`src/scc_bank_mapper_flash_select_macros.svh`:
```
// Assertion helpers shared by the mapper RTL.
`ifndef SCC_BANK_MAPPER_FLASH_SELECT_MACROS_SVH
`define SCC_BANK_MAPPER_FLASH_SELECT_MACROS_SVH

// Clocked check, quiet while reset is asserted.
`define SBM_ASSERT(lbl, prop, msg) \
    lbl: assert property (@(posedge i_clk) disable iff (!i_rst_n) prop) else $error(msg);

// Clocked check that also holds across reset.
`define SBM_ASSERT_RST(lbl, prop, msg) \
    lbl: assert property (@(posedge i_clk) prop) else $error(msg);

`endif

```
`src/sbm_pkg.sv`:
```
package sbm_pkg;

    localparam int OP_W       = 2;
    localparam int ADDR_W     = 16;
    localparam int BYTE_W     = 8;
    localparam int ACTION_W   = 3;
    localparam int FADDR_W    = 23;
    localparam int NIB_W      = 4;
    localparam int BLOCK_W    = 2;
    localparam int NUM_BANKS  = 4;
    localparam int PAGE_W     = 2;
    localparam int OFFS_W     = 13;

    localparam int S_TDATA_W  = 24;
    localparam int S_TUSER_W  = 2;
    localparam int M_TDATA_W  = 48;
    localparam int M_TUSER_W  = 3;

    typedef enum logic [OP_W-1:0] {
        OP_MEM_READ  = 2'd0,
        OP_MEM_WRITE = 2'd1,
        OP_IO_WRITE  = 2'd2,
        OP_RSVD      = 2'd3
    } t_op;

    typedef enum logic [ACTION_W-1:0] {
        ACT_NONE        = 3'd0,
        ACT_UNMAPPED    = 3'd1,
        ACT_FLASH_READ  = 3'd2,
        ACT_FLASH_WRITE = 3'd3,
        ACT_SCC_READ    = 3'd4,
        ACT_SCC_WRITE   = 3'd5,
        ACT_PSG_WRITE   = 3'd6
    } t_action;

    localparam logic [BYTE_W-1:0] PORT_PSG_INDEX = 8'h10;
    localparam logic [BYTE_W-1:0] PORT_PSG_DATA  = 8'h11;
    localparam logic [BYTE_W-1:0] PORT_BLOCK     = 8'h13;

    localparam logic [ADDR_W-1:0] WIN_LO         = 16'h4000;
    localparam logic [ADDR_W-1:0] WIN_HI         = 16'hBFFF;
    localparam logic [ADDR_W-1:0] SCC_LO         = 16'h9800;
    localparam logic [ADDR_W-1:0] SCC_END        = 16'h9FFE;
    localparam logic [ADDR_W-1:0] SCCP_LO        = 16'hB800;
    localparam logic [ADDR_W-1:0] SCCP_END       = 16'hBFFE;
    localparam logic [ADDR_W-1:0] WE_REG_ADDR    = 16'h7FFF;
    localparam logic [ADDR_W-1:0] BANK_REG_MASK  = 16'h1800;
    localparam logic [ADDR_W-1:0] BANK_REG_MATCH = 16'h1000;
    localparam logic [ADDR_W-1:0] MODE_REG_MASK  = 16'hFFFE;
    localparam logic [ADDR_W-1:0] MODE_REG_MATCH = 16'hBFFE;
    localparam logic [BYTE_W-1:0] WE_KEY         = 8'h50;
    localparam logic [5:0]        SCC_BANK_KEY   = 6'h3F;
    localparam logic [BYTE_W-1:0] UNMAPPED_DATA  = 8'hFF;

    localparam int MODE_SCC_OFF_BIT = 4;
    localparam int MODE_PLUS_BIT    = 5;
    localparam int ADDR_SCC_GAP_BIT = 8;
    localparam int BANK_PLUS_BIT    = 7;

    typedef struct packed {
        logic [NUM_BANKS-1:0][BYTE_W-1:0] bank;
        logic [BLOCK_W-1:0]               block;
        logic [BYTE_W-1:0]                mode;
        logic                             flash_we;
        logic [NIB_W-1:0]                 psg_idx;
    } t_state;

    typedef struct packed {
        logic               bank_we;
        logic [PAGE_W-1:0]  bank_idx;
        logic               mode_we;
        logic               fwe_we;
        logic               fwe_val;
        logic               psg_we;
        logic               block_we;
        logic [BYTE_W-1:0]  data;
    } t_update;

    typedef struct packed {
        t_action            action;
        logic [FADDR_W-1:0] flash_address;
        logic [BYTE_W-1:0]  scc_offset;
        logic [NIB_W-1:0]   psg_register;
        logic [BYTE_W-1:0]  data_out;
        logic               scc_plus_mode;
    } t_result;

endpackage

```
`src/sbm_state.sv`:
```
module sbm_state (
    input  logic             i_clk,
    input  logic             i_rst_n,
    input  logic             i_en,
    input  sbm_pkg::t_update i_upd,
    output sbm_pkg::t_state  o_state
);

    sbm_pkg::t_state r_state;

    always_ff @(posedge i_clk) begin
        if (!i_rst_n) begin
            for (int i = 0; i < sbm_pkg::NUM_BANKS; i++) begin
                r_state.bank[i] <= sbm_pkg::BYTE_W'(i);
            end
            r_state.block    <= '0;
            r_state.mode     <= '0;
            r_state.flash_we <= 1'b0;
            r_state.psg_idx  <= '0;
        end else if (i_en) begin
            if (i_upd.bank_we) begin
                r_state.bank[i_upd.bank_idx] <= i_upd.data;
            end
            if (i_upd.mode_we) begin
                r_state.mode <= i_upd.data;
            end
            if (i_upd.fwe_we) begin
                r_state.flash_we <= i_upd.fwe_val;
            end
            if (i_upd.psg_we) begin
                r_state.psg_idx <= i_upd.data[sbm_pkg::NIB_W-1:0];
            end
            if (i_upd.block_we) begin
                r_state.block <= i_upd.data[sbm_pkg::BLOCK_W-1:0];
            end
        end
    end

    assign o_state = r_state;

endmodule

```
`src/sbm_decode.sv`:
```
module sbm_decode (
    input  sbm_pkg::t_op                     i_op,
    input  logic [sbm_pkg::ADDR_W-1:0]       i_addr,
    input  logic [sbm_pkg::BYTE_W-1:0]       i_data,
    input  sbm_pkg::t_state                  i_state,
    output sbm_pkg::t_result                 o_result,
    output sbm_pkg::t_update                 o_upd
);

    logic                         is_scc;
    logic                         scc_std;
    logic                         scc_plus;
    logic                         in_window;
    logic [sbm_pkg::PAGE_W-1:0]   page;
    logic [sbm_pkg::FADDR_W-1:0]  faddr;
    logic                         fwe_next;
    logic [sbm_pkg::BYTE_W-1:0]   port;

    always_comb begin
        scc_plus  = i_state.bank[3][sbm_pkg::BANK_PLUS_BIT]
                    && (i_addr >= sbm_pkg::SCCP_LO) && (i_addr < sbm_pkg::SCCP_END);
        scc_std   = (i_state.bank[2][5:0] == sbm_pkg::SCC_BANK_KEY)
                    && (i_addr >= sbm_pkg::SCC_LO) && (i_addr < sbm_pkg::SCC_END);
        is_scc    = !i_state.mode[sbm_pkg::MODE_SCC_OFF_BIT]
                    && !i_addr[sbm_pkg::ADDR_SCC_GAP_BIT]
                    && (i_state.mode[sbm_pkg::MODE_PLUS_BIT] ? scc_plus : scc_std);
        in_window = (i_addr >= sbm_pkg::WIN_LO) && (i_addr <= sbm_pkg::WIN_HI);
        page      = {~i_addr[14], i_addr[13]};
        faddr     = {i_state.block, i_state.bank[page], i_addr[sbm_pkg::OFFS_W-1:0]};
        fwe_next  = (i_addr == sbm_pkg::WE_REG_ADDR) ? (i_data == sbm_pkg::WE_KEY)
                                                     : i_state.flash_we;
        port      = i_addr[sbm_pkg::BYTE_W-1:0];

        o_result               = '0;
        o_result.action        = sbm_pkg::ACT_NONE;
        o_upd                  = '0;
        o_upd.bank_idx         = page;
        o_upd.data             = i_data;
        o_upd.fwe_val          = fwe_next;

        unique case (i_op)
            sbm_pkg::OP_MEM_READ: begin
                if (is_scc) begin
                    o_result.action     = sbm_pkg::ACT_SCC_READ;
                    o_result.scc_offset = port;
                end else if (in_window) begin
                    o_result.action        = sbm_pkg::ACT_FLASH_READ;
                    o_result.flash_address = faddr;
                end else begin
                    o_result.action   = sbm_pkg::ACT_UNMAPPED;
                    o_result.data_out = sbm_pkg::UNMAPPED_DATA;
                end
            end
            sbm_pkg::OP_MEM_WRITE: begin
                if (in_window) begin
                    if (is_scc) begin
                        o_result.action     = sbm_pkg::ACT_SCC_WRITE;
                        o_result.scc_offset = port;
                        o_result.data_out   = i_data;
                    end else begin
                        o_upd.fwe_we = (i_addr == sbm_pkg::WE_REG_ADDR);
                        if (!fwe_next) begin
                            o_upd.bank_we = ((i_addr & sbm_pkg::BANK_REG_MASK)
                                             == sbm_pkg::BANK_REG_MATCH);
                            o_upd.mode_we = ((i_addr & sbm_pkg::MODE_REG_MASK)
                                             == sbm_pkg::MODE_REG_MATCH);
                        end else begin
                            o_result.action        = sbm_pkg::ACT_FLASH_WRITE;
                            o_result.flash_address = faddr;
                            o_result.data_out      = i_data;
                        end
                    end
                end
            end
            sbm_pkg::OP_IO_WRITE: begin
                unique case (port)
                    sbm_pkg::PORT_PSG_INDEX: o_upd.psg_we = 1'b1;
                    sbm_pkg::PORT_PSG_DATA: begin
                        o_result.action       = sbm_pkg::ACT_PSG_WRITE;
                        o_result.psg_register = i_state.psg_idx;
                        o_result.data_out     = i_data;
                    end
                    sbm_pkg::PORT_BLOCK: o_upd.block_we = 1'b1;
                    default: ;
                endcase
            end
            default: ;
        endcase

        o_result.scc_plus_mode = o_upd.mode_we ? i_data[sbm_pkg::MODE_PLUS_BIT]
                                               : i_state.mode[sbm_pkg::MODE_PLUS_BIT];
    end

endmodule

```
`src/scc_bank_mapper_flash_select.sv`:
```
// Bank mapper and access router for a flash cartridge. Each input beat is one bus
// access (tuser: operation; tdata: address, write data); each access yields exactly
// one output beat with the routing decision (tuser: action; tdata: flash address,
// SCC offset, PSG register, data out, plus-mode flag). Throughput is one access per
// cycle while m_axis_tready keeps the output from stalling. The access sits in the
// input register while decode and the mapper register update run, then lands in
// the result register. Mapper registers change as each access moves into the
// result register, so back-to-back accesses see the effect of earlier ones.
`include "scc_bank_mapper_flash_select_macros.svh"

module scc_bank_mapper_flash_select (
    input  logic                            i_clk,
    input  logic                            i_rst_n,
    input  logic                            s_axis_tvalid,
    output logic                            s_axis_tready,
    // address[15:0], write_data[23:16]
    input  logic [sbm_pkg::S_TDATA_W-1:0]   s_axis_tdata,
    // operation[1:0]
    input  logic [sbm_pkg::S_TUSER_W-1:0]   s_axis_tuser,
    output logic                            m_axis_tvalid,
    input  logic                            m_axis_tready,
    // flash_address[22:0], scc_offset[30:23], psg_register[34:31],
    // data_out[42:35], scc_plus_mode[43], zero[47:44]
    output logic [sbm_pkg::M_TDATA_W-1:0]   m_axis_tdata,
    // action[2:0]
    output logic [sbm_pkg::M_TUSER_W-1:0]   m_axis_tuser
);

    logic                             r_in_valid;
    sbm_pkg::t_op                     r_op;
    logic [sbm_pkg::ADDR_W-1:0]       r_addr;
    logic [sbm_pkg::BYTE_W-1:0]       r_data;
    logic                             r_out_valid;
    sbm_pkg::t_result                 r_result;

    logic                             n_in_valid;
    logic                             n_out_valid;
    logic                             s_accept;
    logic                             advance;
    sbm_pkg::t_state                  state;
    sbm_pkg::t_result                 result;
    sbm_pkg::t_update                 upd;

    assign advance       = r_in_valid && (!r_out_valid || m_axis_tready);
    assign s_axis_tready = !r_in_valid || advance;
    assign s_accept      = s_axis_tvalid && s_axis_tready;

    always_comb begin
        n_in_valid  = s_accept ? 1'b1 : (advance ? 1'b0 : r_in_valid);
        n_out_valid = advance ? 1'b1 : (m_axis_tready ? 1'b0 : r_out_valid);
    end

    always_ff @(posedge i_clk) begin
        if (!i_rst_n) begin
            r_in_valid  <= 1'b0;
            r_out_valid <= 1'b0;
        end else begin
            r_in_valid  <= n_in_valid;
            r_out_valid <= n_out_valid;
        end
    end

    // hold input beat until it moves on
    always_ff @(posedge i_clk) begin
        if (s_accept) begin
            r_op   <= sbm_pkg::t_op'(s_axis_tuser);
            r_addr <= s_axis_tdata[sbm_pkg::ADDR_W-1:0];
            r_data <= s_axis_tdata[sbm_pkg::ADDR_W +: sbm_pkg::BYTE_W];
        end
    end

    always_ff @(posedge i_clk) begin
        if (advance) begin
            r_result <= result;
        end
    end

    sbm_decode u_decode (
        .i_op     (r_op),
        .i_addr   (r_addr),
        .i_data   (r_data),
        .i_state  (state),
        .o_result (result),
        .o_upd    (upd)
    );

    sbm_state u_state (
        .i_clk   (i_clk),
        .i_rst_n (i_rst_n),
        .i_en    (advance),
        .i_upd   (upd),
        .o_state (state)
    );

    assign m_axis_tvalid = r_out_valid;
    assign m_axis_tuser  = r_result.action;
    assign m_axis_tdata  = {4'b0000,
                            r_result.scc_plus_mode,
                            r_result.data_out,
                            r_result.psg_register,
                            r_result.scc_offset,
                            r_result.flash_address};

    `SBM_ASSERT_RST(a_out_empty_after_reset, $past(!i_rst_n) |-> !r_out_valid, "output valid after reset")
    `SBM_ASSERT(a_ready_when_empty, !r_out_valid |-> s_axis_tready, "input stalled with empty output")
    `SBM_ASSERT(a_unmapped_ff, (r_out_valid && r_result.action == sbm_pkg::ACT_UNMAPPED) |-> (r_result.data_out == sbm_pkg::UNMAPPED_DATA), "unmapped read without 0xFF")
    `SBM_ASSERT(a_faddr_only_flash, (r_out_valid && r_result.action != sbm_pkg::ACT_FLASH_READ && r_result.action != sbm_pkg::ACT_FLASH_WRITE) |-> (r_result.flash_address == '0), "flash address on non-flash action")
    `SBM_ASSERT(a_state_moves_with_beat, !advance |=> $stable(state), "mapper state changed without a beat")

endmodule

```
`config.mk`:
```
export PLATFORM = sky130hd
export DESIGN_NAME = scc_bank_mapper_flash_select
export DESIGN_NICKNAME = d
export VERILOG_FILES = /design/src/sbm_pkg.sv /design/src/sbm_state.sv /design/src/sbm_decode.sv /design/src/scc_bank_mapper_flash_select.sv
export VERILOG_INCLUDE_DIRS = /design/src /design/src/src
export SDC_FILE = /design/constraint.sdc
export NUM_CORES = 1
export LEC_CHECK = 0
export ABC_AREA = 1
export BUFFER_PORTS_ARGS = -buffer_cell sky130_fd_sc_hd__buf_2
export CORE_ASPECT_RATIO = 0.5
export CORE_MARGIN = 1.5
export CORE_UTILIZATION = 60
export CTS_CLUSTER_DIAMETER = 120
export DETAILED_ROUTE_END_ITERATION = 10
export PLACE_DENSITY = 0.83
export SYNTH_ARGS = -nofsm -noshare
export SYNTH_HDL_FRONTEND = slang
export SYNTH_HIERARCHICAL = 1
export SYNTH_SLANG_ARGS = --single-unit
```
`constraint.sdc`:
```
create_clock -name i_clk -period 8.74 [get_ports i_clk]
set_input_delay 0 -clock i_clk [delete_from_list [all_inputs] [get_ports i_clk]]
set_output_delay 0 -clock i_clk [all_outputs]
set_load 0.02 [all_outputs]
```
==> flow_summary.yaml <==
clocking:
  cts-root-buf: "clkbuf_16"
  cts_tree: "done"
  cts_buffer_depth: 2
  cts_setup_buffers: 0
  insertion_delay_ps: 420
  clk_pin_slew_worst_paths_ps: 60
  numCtsBuffers: 17
  htree_levels: 4
  cts_sinks: 116
final_layout:
  area_growth_pct: 25.3
  final_area_sq_um: 6380
  nets: 675
  n_fill_cell: 474
  layout-drive-gt1-share_pct: 21.7
timing:
  fin_skew_ps: 11.5
  timing.final.crit_share_pct: 35.1
  slew_viol_final: 0
  finalSetupTns_ps: 0
  tightest_slew_ps: 1090
  rsz0062_at_grt: "no"
  hold_ws_ps: 167
  layout_setup_ws_ps: 5670
  fmax_ghz: 0.326
  relSlewSlack_pct: 27.0
  min_period_ps: 3070
  hold_viol: 0
  setup_viol: 0
critical_path:
  rrSetupSlack_ps: 5670
  crit_end: "u_state/o_state[15]"
  path_max_fanout: 30
  rr_endpoint: "u_state/o_state[15]"
  worstRegToRegCells: 14
  crit_path_end_kind: "flop"
  crit_required_ps: 9030
  worstSetupStartpointType: "flop"
  crit_start: "r_addr[13]"
  r2r_start: "r_addr[13]"
  cp.arrival_ps: 3360
  crit_type: "flop to flop"
place:
  dp_hpwl_mm: 7.23
  pre_cts_ws_ps: 5970
  portBuffers: 78
  routabilityCongestion: 0.890
  place_area_sq_um: 5450
grt:
  grt_most_used_layer: "met2"
  grt_max_degree: 54
  grt_pass1_vias: 4072
  gr-total-overflow: 0
  grt_pass1_wl_mm: 20.9
  use_met2_pct: 52.8
  grt_usage_pct: 31.6
  antenna_found_initial: 1
  grt_use_met3_pct: 11.0
  grtUsageMet1_pct: 37.3
drt:
  num_vias: 4600
  drtIter0Drc: 756
  via_per_inst: 5.97
  antenna_left: 0
  wl_mm: 14.1
  wl_per_cell_um: 18.3
  firstDrtPassIters: 8
  drc_errors: 0
die:
  die-area_sq_um: 9080
  coreArea_sq_um: 8120
  initial_core_util_pct: 62.8
  num_rows: 23
  num_io_pins: 83
  die_h_um: 68.2
  die_w_um: 133
power:
  finalPower_w: 0.00146
  leakage_nw: 2.69
  cellPowerDensity_nw_per_um2: 229
  peakVddDrop_mv: 0.132
flow_run:
  maxCapViolCount: 0
synth:
  yosys_warnings: 6
  synth_area_sq_um: 5090
  synthCells: 544
  syn_area_per_cell_sq_um: 9.36
hold_path:
  worstHoldPathType: "primary input to flop"
outcome:
  status: "finished, final reports clean"
==> metrics by stage <==
stage	cells	utilization [%]
detailed placement	709	67.2
finish	771	78.7
CTS	770	78.6
global placement	709	67.2
global route	771	78.7
floorplan	547	-
==> final cells by class <==
type | instances | area [sq um] | share of cell area (%)
Antenna cell | 1 | 2.50 | 0.0392
Clock buffer | 18 | 429 | 6.72
Clock inverter | 14 | 210 | 3.29
Inverter | 54 | 203 | 3.17
Multi-Input combinational cell | 348 | 1660 | 26.0
Sequential cell | 116 | 3050 | 47.8
Tap cell | 112 | 140 | 2.19
Timing Repair Buffer | 108 | 688 | 10.8
==> cells in the final DEF (no fill, tap or decap), types with 2 or more instances in the layout <==
master	n
inv_2	3
clkinv_4	2
a21oi_4	2
conb_1	4
nor3_1	15
a21oi_1	10
inv_1	50
nor2_1	117
clkinvlp_4	3
o221ai_1	4
clkbuf_16	17
nand3_1	45
nor2_4	4
nor2_2	2
nand2_2	10
bufinv_16	5
dlygate4sd3_1	29
nor4_1	3
o211ai_1	2
o21ai_0	15
nand2_4	4
edfxtp_1	73
nand3b_1	2
nand4_1	3
clkinv_2	4
nand2_1	95
dfxtp_1	43
buf_2	78
==> critical path, stage by stage (launching register included) <==
cell and delay [ps]:
edfxtp_1 730, nor2_4 300, nand3_1 150, nor2_1 190
nand2_1 70, nand2_1 90, nand2_1 130, nand2_4 140
nand2_4 70, nor2_1 170, nand2_4 140, inv_2 420
nand3_1 160, nand2_1 110, nor2_1 70
==> power breakdown <==
part	total [W]	switching [W]	internal, W
clock	0.000753	0.000250	0.000504
sequential	0.000616	0.0000158	0.000600
combinational	0.0000913	0.0000615	0.0000297
total	0.00146	0.000327	0.00113
==> what timing repair did <==
item                      CTS  global route
hold buffers               29             0
gates resized for setup     0             0
hold endpoints to repair   28             0
==> worst min-delay path by stage <==
stage,cells after the start,to,startpoint
finish,2,u_state/o_state[23],i_rst_n
global route,2,u_state/o_state[39],i_rst_n
CTS,2,u_state/o_state[39],i_rst_n
detailed placement,1,r_data[7],s_axis_tdata[23]
global placement,1,r_data[4],s_axis_tdata[20]
floorplan,0,r_addr[0],s_axis_tdata[0]
==> registers in the layout, summed over array words and instances, names as in the netlist <==
| signal | flops |
|---|---|
| m_axis_tdata | 44 |
| m_axis_tuser | 3 |
| m_axis_tvalid | 1 |
| r_addr | 16 |
| r_data | 8 |
| r_in_valid | 1 |
| r_op | 2 |
| u_state/o_state | 41 |
==> metal layers <==
layer | up-vias | share of wire [%]
met2 | 422 | 45
met3 | 133 | 13
met1 | 2058 | 36
met5 | - | 0
li1 | 1987 | -
met4 | 0 | 6.5
Note: power is estimated with default switching activity, not from simulation.
